==> config.mk <==
export PLATFORM = sky130hd
export DESIGN_NAME = hns_ctrl
export DESIGN_NICKNAME = d
export VERILOG_FILES = /design/src/rtl/hns_pkg.sv /design/src/rtl/hns_ctrl.sv
export SDC_FILE = /design/constraint.sdc
export NUM_CORES = 1
export LEC_CHECK = 0
export BUFFER_PORTS_ARGS = -buffer_cell sky130_fd_sc_hd__buf_2
export CORE_ASPECT_RATIO = 1.75
export CORE_UTILIZATION = 59
export DETAILED_ROUTE_END_ITERATION = 12
export PLACE_DENSITY = 0.77
export SETUP_SLACK_MARGIN = 0.02
export SYNTH_ARGS = -nofsm -noshare
export SYNTH_HDL_FRONTEND = slang
export SYNTH_SLANG_ARGS = --single-unit
==> constraint.sdc <==
create_clock -name clk -period 4.6 [get_ports clk]
set_input_delay 0.69 -clock clk [delete_from_list [all_inputs] [get_ports clk]]
set_output_delay 0.69 -clock clk [all_outputs]
set_load 0.01 [all_outputs]
==> src/rtl/hns_pkg.sv <==
`timescale 1ns / 1ps
package hns_pkg;

  // field and arithmetic widths
  localparam int H_W   = 16;   // height sample, unsigned Q8.8
  localparam int D_W   = 19;   // signed difference, doubled at borders
  localparam int M_W   = 18;   // magnitude of one vector component
  localparam int L2_W  = 36;   // squared length of the vector
  localparam int T_W   = 68;   // products in the root search
  localparam int N_W   = 15;   // magnitude of a unit component
  localparam int ROW_W = 16;

  // widest address and column the command bus carries
  localparam int ADDR_MAX_W = 13;
  localparam int COL_MAX_W  = 12;

  // 2.0 in Q8.8 and its square
  localparam logic [M_W-1:0]  Y_MAG    = 18'd512;
  localparam logic [L2_W-1:0] LEN_BIAS = 36'd262144;

  // input kinds
  localparam logic CMD_SAMPLE = 1'b0;
  localparam logic CMD_FLUSH  = 1'b1;

  // configuration register indexes
  localparam logic [1:0] CFG_GRID_ROWS = 2'd0;
  localparam logic [1:0] CFG_GRID_COLS = 2'd1;

  typedef enum logic [1:0] {
    OPND_A = 2'd0,   // sample one row away, same column
    OPND_B = 2'd1,   // sample of the point itself (drain only)
    OPND_L = 2'd2,   // left neighbor in the point's row
    OPND_R = 2'd3    // right neighbor in the point's row
  } opnd_t;

  typedef enum logic [1:0] {
    COMP_X = 2'd0,
    COMP_Y = 2'd1,
    COMP_Z = 2'd2
  } comp_t;

  typedef enum logic [3:0] {
    OP_NONE  = 4'd0,
    OP_DIFF  = 4'd1,
    OP_SQ    = 4'd2,
    OP_LEN   = 4'd3,
    OP_CINIT = 4'd4,
    OP_CMUL  = 4'd5,
    OP_TRY   = 4'd6,
    OP_KEEP  = 4'd7,
    OP_STORE = 4'd8,
    OP_LOAD  = 4'd9
  } dp_op_t;

  typedef struct packed {
    dp_op_t                  op;
    comp_t                   comp;
    logic [3:0]              bit_k;
    logic                    rd_en;
    opnd_t                   rd_sel;
    logic [ADDR_MAX_W-1:0]   rd_addr;
    logic                    wr_en;
    logic [ADDR_MAX_W-1:0]   wr_addr;
    logic                    job_ld;
    logic                    use_b;
    logic                    dbl_x;
    logic                    dbl_z;
    logic [ROW_W-1:0]        row;
    logic [COL_MAX_W-1:0]    col;
    logic                    done;
  } dp_cmd_t;

  typedef struct packed {
    logic out_busy;
  } dp_stat_t;

endpackage

==> src/rtl/hns_ctrl.sv <==
`timescale 1ns / 1ps
module hns_ctrl #(
  parameter int MAX_COLS = 256
) (
  input  logic                clk,
  input  logic                rst_n,
  input  logic                in_tvalid,
  input  logic                in_tuser,
  output logic                in_tready,
  input  logic                cfg_wr_en,
  input  logic [1:0]          cfg_index,
  input  logic [15:0]         cfg_wdata,
  output hns_pkg::dp_cmd_t    dp_cmd,
  input  hns_pkg::dp_stat_t   dp_stat
);
  import hns_pkg::*;

  localparam int COL_W = $clog2(MAX_COLS);
  localparam int CN_W  = COL_W + 1;
  localparam int AW    = $clog2(2 * MAX_COLS);

  typedef enum logic [11:0] {
    S_IDLE  = 12'b000000000001,
    S_RD    = 12'b000000000010,
    S_WR    = 12'b000000000100,
    S_DIFF  = 12'b000000001000,
    S_SQ    = 12'b000000010000,
    S_LEN   = 12'b000000100000,
    S_CINIT = 12'b000001000000,
    S_CMUL  = 12'b000010000000,
    S_TRY   = 12'b000100000000,
    S_KEEP  = 12'b001000000000,
    S_STORE = 12'b010000000000,
    S_OUT   = 12'b100000000000
  } state_t;

  function automatic logic [AW-1:0] win_addr(input logic slot, input logic [CN_W-1:0] c);
    logic [AW-1:0] base;
    base = slot ? AW'(MAX_COLS) : '0;
    return base + AW'(c);
  endfunction

  state_t            state_r, state_nxt;
  logic [2:0]        step_r, step_nxt;
  comp_t             comp_r, comp_nxt;
  logic [3:0]        k_r, k_nxt;
  logic [15:0]       grid_rows_r, grid_rows_nxt;
  logic [8:0]        grid_cols_r, grid_cols_nxt;
  logic [15:0]       in_row_r, in_row_nxt;
  logic [COL_W-1:0]  in_col_r, in_col_nxt;
  logic [COL_W-1:0]  out_col_r, out_col_nxt;
  logic              draining_r, draining_nxt;
  logic              is_samp_r, is_samp_nxt;
  logic              has_job_r, has_job_nxt;
  logic [AW-1:0]     addr_r [4];
  logic [AW-1:0]     addr_nxt [4];
  logic [AW-1:0]     wr_addr_r, wr_addr_nxt;

  logic [15:0]       nrows;
  logic [CN_W-1:0]   ncols;
  logic [31:0]       gc32;
  logic              samp, accept, take_samp, take_drain;
  logic [CN_W-1:0]   cext, col_l, col_rt;
  logic              col_last;
  logic [15:0]       prow;
  logic              slot_a;

  // effective grid size
  assign gc32  = 32'(grid_cols_r);
  assign nrows = (grid_rows_r < 16'd2) ? 16'd2 : grid_rows_r;
  always_comb begin
    if (gc32 < 32'd2) begin
      ncols = CN_W'(2);
    end else if (gc32 > 32'(MAX_COLS)) begin
      ncols = CN_W'(MAX_COLS);
    end else begin
      ncols = CN_W'(grid_cols_r);
    end
  end

  // stencil placement of the incoming transaction
  assign in_tready  = (state_r == S_IDLE);
  assign accept     = in_tvalid && in_tready;
  assign samp       = (in_tuser == CMD_SAMPLE);
  assign take_samp  = samp && !draining_r && ({1'b0, in_col_r} < ncols);
  assign take_drain = !samp && draining_r;
  assign cext       = samp ? {1'b0, in_col_r} : {1'b0, out_col_r};
  assign prow       = samp ? (in_row_r - 16'd1) : (nrows - 16'd1);
  assign col_last   = (cext + CN_W'(1)) >= ncols;
  assign col_l      = (cext == '0) ? '0 : (cext - CN_W'(1));
  assign col_rt     = (cext == '0) ? CN_W'(1) : (col_last ? cext : (cext + CN_W'(1)));
  assign slot_a     = (samp && (in_row_r == 16'd1)) ? 1'b0 : ~prow[0];

  always_comb begin
    state_nxt     = state_r;
    step_nxt      = step_r;
    comp_nxt      = comp_r;
    k_nxt         = k_r;
    grid_rows_nxt = grid_rows_r;
    grid_cols_nxt = grid_cols_r;
    in_row_nxt    = in_row_r;
    in_col_nxt    = in_col_r;
    out_col_nxt   = out_col_r;
    draining_nxt  = draining_r;
    is_samp_nxt   = is_samp_r;
    has_job_nxt   = has_job_r;
    addr_nxt      = addr_r;
    wr_addr_nxt   = wr_addr_r;
    dp_cmd        = '0;
    dp_cmd.op     = OP_NONE;
    dp_cmd.comp   = comp_r;
    dp_cmd.bit_k  = k_r;
    dp_cmd.rd_sel = opnd_t'(step_r[1:0]);
    dp_cmd.rd_addr = ADDR_MAX_W'(addr_r[step_r[1:0]]);
    dp_cmd.wr_addr = ADDR_MAX_W'(wr_addr_r);
    dp_cmd.use_b  = !samp;
    dp_cmd.dbl_x  = !samp || (in_row_r == 16'd1);
    dp_cmd.dbl_z  = (cext == '0) || col_last;
    dp_cmd.row    = prow;
    dp_cmd.col    = COL_MAX_W'(cext);
    dp_cmd.done   = !samp && col_last;

    case (state_r)
      S_IDLE: begin
        if (accept && (take_samp || take_drain)) begin
          step_nxt    = '0;
          is_samp_nxt = take_samp;
          addr_nxt[0] = win_addr(slot_a, cext);
          addr_nxt[1] = win_addr(prow[0], cext);
          addr_nxt[2] = win_addr(prow[0], col_l);
          addr_nxt[3] = win_addr(prow[0], col_rt);
          wr_addr_nxt = win_addr(in_row_r[0], {1'b0, in_col_r});
          dp_cmd.job_ld = 1'b1;
          if (take_samp) begin
            has_job_nxt = (in_row_r != 16'd0);
            state_nxt   = (in_row_r != 16'd0) ? S_RD : S_WR;
            if (col_last) begin
              in_col_nxt = '0;
              in_row_nxt = in_row_r + 16'd1;
              if ((17'(in_row_r) + 17'd1) >= 17'(nrows)) begin
                draining_nxt = 1'b1;
                out_col_nxt  = '0;
              end
            end else begin
              in_col_nxt = in_col_r + COL_W'(1);
            end
          end else begin
            has_job_nxt = 1'b1;
            state_nxt   = S_RD;
            if (col_last) begin
              in_row_nxt   = '0;
              in_col_nxt   = '0;
              out_col_nxt  = '0;
              draining_nxt = 1'b0;
            end else begin
              out_col_nxt = out_col_r + COL_W'(1);
            end
          end
        end
      end
      // four window reads; the data of each lands in the cycle after its address
      S_RD: begin
        dp_cmd.rd_en = (step_r != 3'd4);
        step_nxt     = step_r + 3'd1;
        if (step_r == 3'd4) begin
          state_nxt = S_WR;
        end
      end
      S_WR: begin
        dp_cmd.wr_en = is_samp_r;
        state_nxt    = has_job_r ? S_DIFF : S_IDLE;
      end
      S_DIFF: begin
        dp_cmd.op = OP_DIFF;
        state_nxt = S_SQ;
      end
      S_SQ: begin
        dp_cmd.op = OP_SQ;
        state_nxt = S_LEN;
      end
      S_LEN: begin
        dp_cmd.op = OP_LEN;
        comp_nxt  = COMP_X;
        state_nxt = S_CINIT;
      end
      S_CINIT: begin
        dp_cmd.op = OP_CINIT;
        state_nxt = S_CMUL;
      end
      S_CMUL: begin
        dp_cmd.op = OP_CMUL;
        k_nxt     = 4'd14;
        state_nxt = S_TRY;
      end
      S_TRY: begin
        dp_cmd.op = OP_TRY;
        state_nxt = S_KEEP;
      end
      S_KEEP: begin
        dp_cmd.op = OP_KEEP;
        if (k_r == 4'd0) begin
          state_nxt = S_STORE;
        end else begin
          k_nxt     = k_r - 4'd1;
          state_nxt = S_TRY;
        end
      end
      S_STORE: begin
        dp_cmd.op = OP_STORE;
        case (comp_r)
          COMP_X: begin
            comp_nxt  = COMP_Y;
            state_nxt = S_CINIT;
          end
          COMP_Y: begin
            comp_nxt  = COMP_Z;
            state_nxt = S_CINIT;
          end
          default: begin
            state_nxt = S_OUT;
          end
        endcase
      end
      S_OUT: begin
        if (!dp_stat.out_busy) begin
          dp_cmd.op = OP_LOAD;
          state_nxt = S_IDLE;
        end
      end
      default: begin
        state_nxt = S_IDLE;
      end
    endcase

    // a write to grid_rows or grid_cols restarts the stream
    if (cfg_wr_en && ((cfg_index == CFG_GRID_ROWS) || (cfg_index == CFG_GRID_COLS))) begin
      if (cfg_index == CFG_GRID_ROWS) begin
        grid_rows_nxt = cfg_wdata;
      end else begin
        grid_cols_nxt = cfg_wdata[8:0];
      end
      in_row_nxt   = '0;
      in_col_nxt   = '0;
      out_col_nxt  = '0;
      draining_nxt = 1'b0;
    end
  end

  always_ff @(posedge clk) begin
    if (!rst_n) begin
      state_r     <= S_IDLE;
      step_r      <= '0;
      comp_r      <= COMP_X;
      k_r         <= '0;
      grid_rows_r <= 16'd2;
      grid_cols_r <= 9'd2;
      in_row_r    <= '0;
      in_col_r    <= '0;
      out_col_r   <= '0;
      draining_r  <= 1'b0;
      is_samp_r   <= 1'b0;
      has_job_r   <= 1'b0;
    end else begin
      state_r     <= state_nxt;
      step_r      <= step_nxt;
      comp_r      <= comp_nxt;
      k_r         <= k_nxt;
      grid_rows_r <= grid_rows_nxt;
      grid_cols_r <= grid_cols_nxt;
      in_row_r    <= in_row_nxt;
      in_col_r    <= in_col_nxt;
      out_col_r   <= out_col_nxt;
      draining_r  <= draining_nxt;
      is_samp_r   <= is_samp_nxt;
      has_job_r   <= has_job_nxt;
    end
  end

  // window addresses of the current point
  always_ff @(posedge clk) begin
    addr_r    <= addr_nxt;
    wr_addr_r <= wr_addr_nxt;
  end

endmodule

; Yosys cells after proc, flatten, opt, wreduce, memory -nomap -nowiden
; Index checks and enable logic that the tools add are counted.
[totals]
inputBits = 24
out_inout_bits = 74
word_cells = 154
reg_bits = 126
[op_classes]
n_bitwise = 5
n_eq_ne = 24
add_sub_neg = 15
n_mux = 51
order_cmp = 7
reduce_logical = 35
[ops]
columns = op, n
row1 = 12-bit case mux with 12 select lines, 1
row2 = 9-bit two-way mux, 10
row3 = 16-bit two-way mux, 5
row4 = 8-bit two-way mux, 8
row5 = 12-bit two-way mux, 4
row6 = 4-bit case mux with 9 select lines, 1
row7 = "16-bit by 1-bit subtractor with 16-bit output, second input constant", 2
row8 = 9-bit by 8-bit adder with 9-bit output, 3
row9 = 9-bit adder, 2
row10 = 9-bit binary-select mux with 2-bit select, 1
row11 = "16-bit by 1-bit adder with 17-bit output, second input constant", 1
row12 = 17-bit by 16-bit >= comparator with 1-bit output, 1
row13 = "16-bit by 1-bit adder with 16-bit output, second input constant", 1
row14 = "8-bit by 1-bit adder with 8-bit output, second input constant", 2
row15 = "16-bit by 1-bit equality test with 1-bit output, second input constant", 1
row16 = "16-bit by 2-bit less-than comparator with 1-bit output, second input constant", 1
row17 = 16-bit nonzero test, 1
row18 = "12-bit by 1-bit equality test with 1-bit output, second input constant", 1
row19 = "12-bit by 10-bit equality test with 1-bit output, second input constant", 1
row20 = "12-bit by 11-bit equality test with 1-bit output, second input constant", 1
row21 = "12-bit equality test, second input constant", 1
row22 = "12-bit by 2-bit equality test with 1-bit output, second input constant", 1
row23 = "12-bit by 3-bit equality test with 1-bit output, second input constant", 1
row24 = "12-bit by 4-bit equality test with 1-bit output, second input constant", 1
row25 = other kinds (39), 85

; Longest topological paths before layout
[depth]
ltp_word = 9
mapped_depth = 16
mapped_depth_nobuf = 14

; Worst setup path before layout
; No wires, ideal clock.
[synth_timing]
path_type = in2out
startpoint = input port in_tuser
endpoint = output port dp_cmd[0] in the netlist's numbering
stages = 12
setup_slack_ps = 220
required_ps = 3910
path_buffers = 3
t_arrival_ps = 3690
cell_sequence = buf_2 buf_2 o21ai_1 nand3_1 nor3_1 xnor2_1 ha_1 and4_1 o211ai_1 o211ai_1 clkbuf_1 and2_1
[synth_rtl]
columns = item, line
row1 = from (decl), hns_ctrl.sv:8  ; input logic in_tuser,
row2 = to (decl), hns_ctrl.sv:13  ; output hns_pkg::dp_cmd_t dp_cmd,

==> out/metrics.cfg <==
[status]
status = complete, no violations

[layout]
layout.cells.most_common_list = nand2_1, buf_2, nor2_1, dfxtp_1, a21oi_1
drive_above_1_share = 0.164
finalNetCount = 1004
area_delta_synth_final_pct = 15.9
finish.utilization = 0.708
diodes = 0
mostFrequentLayoutCell = nand2_1

[timing]
drv_slew = 0
finalCritPeriodShare = 0.948
worst_slack_ns = 0.238
skew_ns = 0.0134
slew_headroom = 0.399
min_period_ns = 4.36
tightest_slew_ns = 0.899
timing.fmax_mhz = 229
setup_viol = 0
hold_ws_ns = 0.451
hold_violations = 0
rsz0062_at_grt = no
tns_ns = 0

[worst_setup_path]
crit_required_ns = 3.91
reg2reg_to = out_col_r[2]
ff2ff_setup_slack_ns = 0.55
path_cells = buf_2 -> mux2i_1 -> inv_1 -> nand3_1 -> nor3_2 -> and3_1 -> ha_1 -> and4_1 -> o211ai_1 -> o211ai_1 -> buf_4 -> and2_1 -> buf_2
worstSetupPathDepth = 13
cp_max_fo = 15
path_buf_inv = 4
crit_arrival_ns = 3.67
startpoint = in_tuser
criticalPathCategory = input pin to output port
crit_path_end = dp_cmd[0]
critPathLaunchType = input pin
r2r-start = grid_cols_r[3]
max_stage_delay_ns = 0.50
cp-end-kind = output port
crit_family = simple AND/OR/NAND/NOR gates
worst_r2r_path_depth = 12
crit_slowest_cell = mux2i_1

[cts]
insertion_delay_ns = 0.42
cts_tree = yes
clkTransAtPathRegs_ns = 0.05
cts_buffers = 17
post-cts-setup-buffer-count = 0
max-clock-path-buffers = 2
clock-root-buffer = clkbuf_16
cts.repair.resized = 0
hold_buffers = 0
ctsHtreeMaxLevel = 4
cts_sinks = 118

[synthesis]
synth_area_um2 = 7410
ys_types = 77
yosys_warnings = 0
synth_compound_area_frac = 0.145
synth_ff_type = dfxtp_1
synth-async-reset-ratio = 0
synth_top_area_share = 0.219
ys_seq_elements = 118
synth_top_family_by_area = simple AND/OR/NAND/NOR gates
synthXorXnorAreaFrac = 0.0756
post_synth_and_or_nand_nor_area_fraction = 0.239
synthAdderAreaFrac = 0.0759
yosys-top-cells-area = dfxtp_1, edfxtp_1, ha_1
synthCells = 861
muxShareOfSynthArea = 0.0397
syn_area_per_cell_um2 = 8.61
yosysTopAreaCell = dfxtp_1
yosysSeqAreaShare = 0.369
synth_edf_count = 37

[global_routing]
antenna_found_initial = 0
grt_max_degree = 43
grt_pass1_wl_um = 31700
grt_usage = 0.322
grt-ovfl-total = 0
grt_pass1_vias = 6608

[floorplan]
die_h_um = 150
dieArea_um2 = 13000
start_util = 0.611
core_area_um2 = 12100
fp.dieW_um = 86.7
std_cell_rows = 53
io_pins = 98

[drt]
postRouteAntennaNets = 0
drc_errors = 0
vias = 6679
routed_wl_um = 20100
vias_per_cell = 6.00
avgRoutedWirePerCell_um = 18.0
drt_iter0_markers = 385
drt_pass1_iterations = 5

[power]
leakagePower_nw = 3.57
pwr_density_cell_nw_per_um2 = 343
peakVddDrop_mv = 0.253
power_w = 0.00295

[hold_path]
worst_hold_path_type = flop to flop

[placed_design]
portBuffers = 85
dp_slack_ns = 0.0961
routabilityCongestion = 0.944
dp_hpwl_um = 15400

[run]
cap_violations = 0

cell families (layout without fill, tap and decap cells):
group | Yosys count | in the layout
buffers and inverters | 91 | 167
other | 1 | 12
flip-flops | 118 | 118
XOR/XNOR | 64 | 64
AND/OR/NAND/NOR | 348 | 348
multiplexers | 28 | 28
AO/OA/AOI/OAI | 166 | 166
adder cells (fa/ha/maj) | 45 | 45
layer usage:
layer,vias to the layer above,global-route usage,wire length [um]
met4,0,0.247,1440
met2,270,0.603,10900
met1,3129,0.308,6920
met3,85,0.0493,852
li1,3195,-,-
met5,-,0,0
state kept, by name, indices dropped and copies added, names as in the netlist, 2 cells and up:
signal / flops
out_col_r: 8
comp_r: 2
in_row_r: 16
grid_cols_r: 9
wr_addr_r: 9
state_r: 12
in_col_r: 8
grid_rows_r: 16
addr_r: 28
step_r: 3
k_r: 4
worst min path at each step:
stage / cells past startpoint / end / from / slack [ns]
finish: 2 / is_samp_r / is_samp_r / 0.45
CTS: 2 / is_samp_r / is_samp_r / 0.45
global route: 2 / is_samp_r / is_samp_r / 0.49
detailed placement: 2 / is_samp_r / is_samp_r / 0.45
floorplan: 2 / is_samp_r / is_samp_r / 0.43
global placement: 2 / is_samp_r / is_samp_r / 0.44
synth_stat cells, drive strengths merged, types with 12 or more instances:
| library cell | n |
|---|---|
| clkbuf | 28 |
| inv | 38 |
| nand2b | 12 |
| buf | 23 |
| o21ai | 29 |
| a21oi | 71 |
| xnor2 | 48 |
| nand3 | 31 |
| nor3 | 21 |
| dfxtp | 81 |
| nand4 | 16 |
| nand2 | 100 |
| mux2i | 26 |
| ha | 45 |
| nor2 | 84 |
| edfxtp | 37 |
| xor2 | 16 |
| nor4 | 15 |
power by group:
group | total [W] | internal, W | leakage (nW) | switching, W
logic | 0.000323 | 0.000117 | 2.26 | 0.000206
clock network | 0.00149 | 0.00101 | 0.317 | 0.000479
registers | 0.00114 | 0.00111 | 0.994 | 0.0000236
total | 0.00295 | 0.00224 | 3.57 | 0.000709
worst reg2reg max path: cells and delay by family, from the launching register on:
kind / cells / cell delay [ns]
and+or+nand+nor: 5 / 1.77
AOI/OAI and AO/OA: 5 / 1.35
DFF: 1 / 0.34
adders and majority gates: 1 / 0.29
buffers and inverters: 1 / 0.23
cell type report:
| cell class | count | area (um2) |
|---|---|---|
| clock inverter | 15 | 234 |
| sequential | 118 | 2730 |
| timing repair buffer | 95 | 513 |
| clock buffer | 17 | 425 |
| multi-input combinational | 663 | 4330 |
| tap | 165 | 206 |
| inverter | 40 | 150 |
| fill | 996 | 3540 |
metrics by stage:
| stage | area (um2) | cells |
|---|---|---|
| 2_1_floorplan | 7450 | 872 |
| 3_3_place_gp | 7910 | 1081 |
| 3_5_place_dp | 7910 | 1081 |
| 4_1_cts | 8570 | 1113 |
| 5_1_grt | 8590 | 1113 |
| 6_report | 8590 | 1113 |
(Power assumes the default switching activity.)
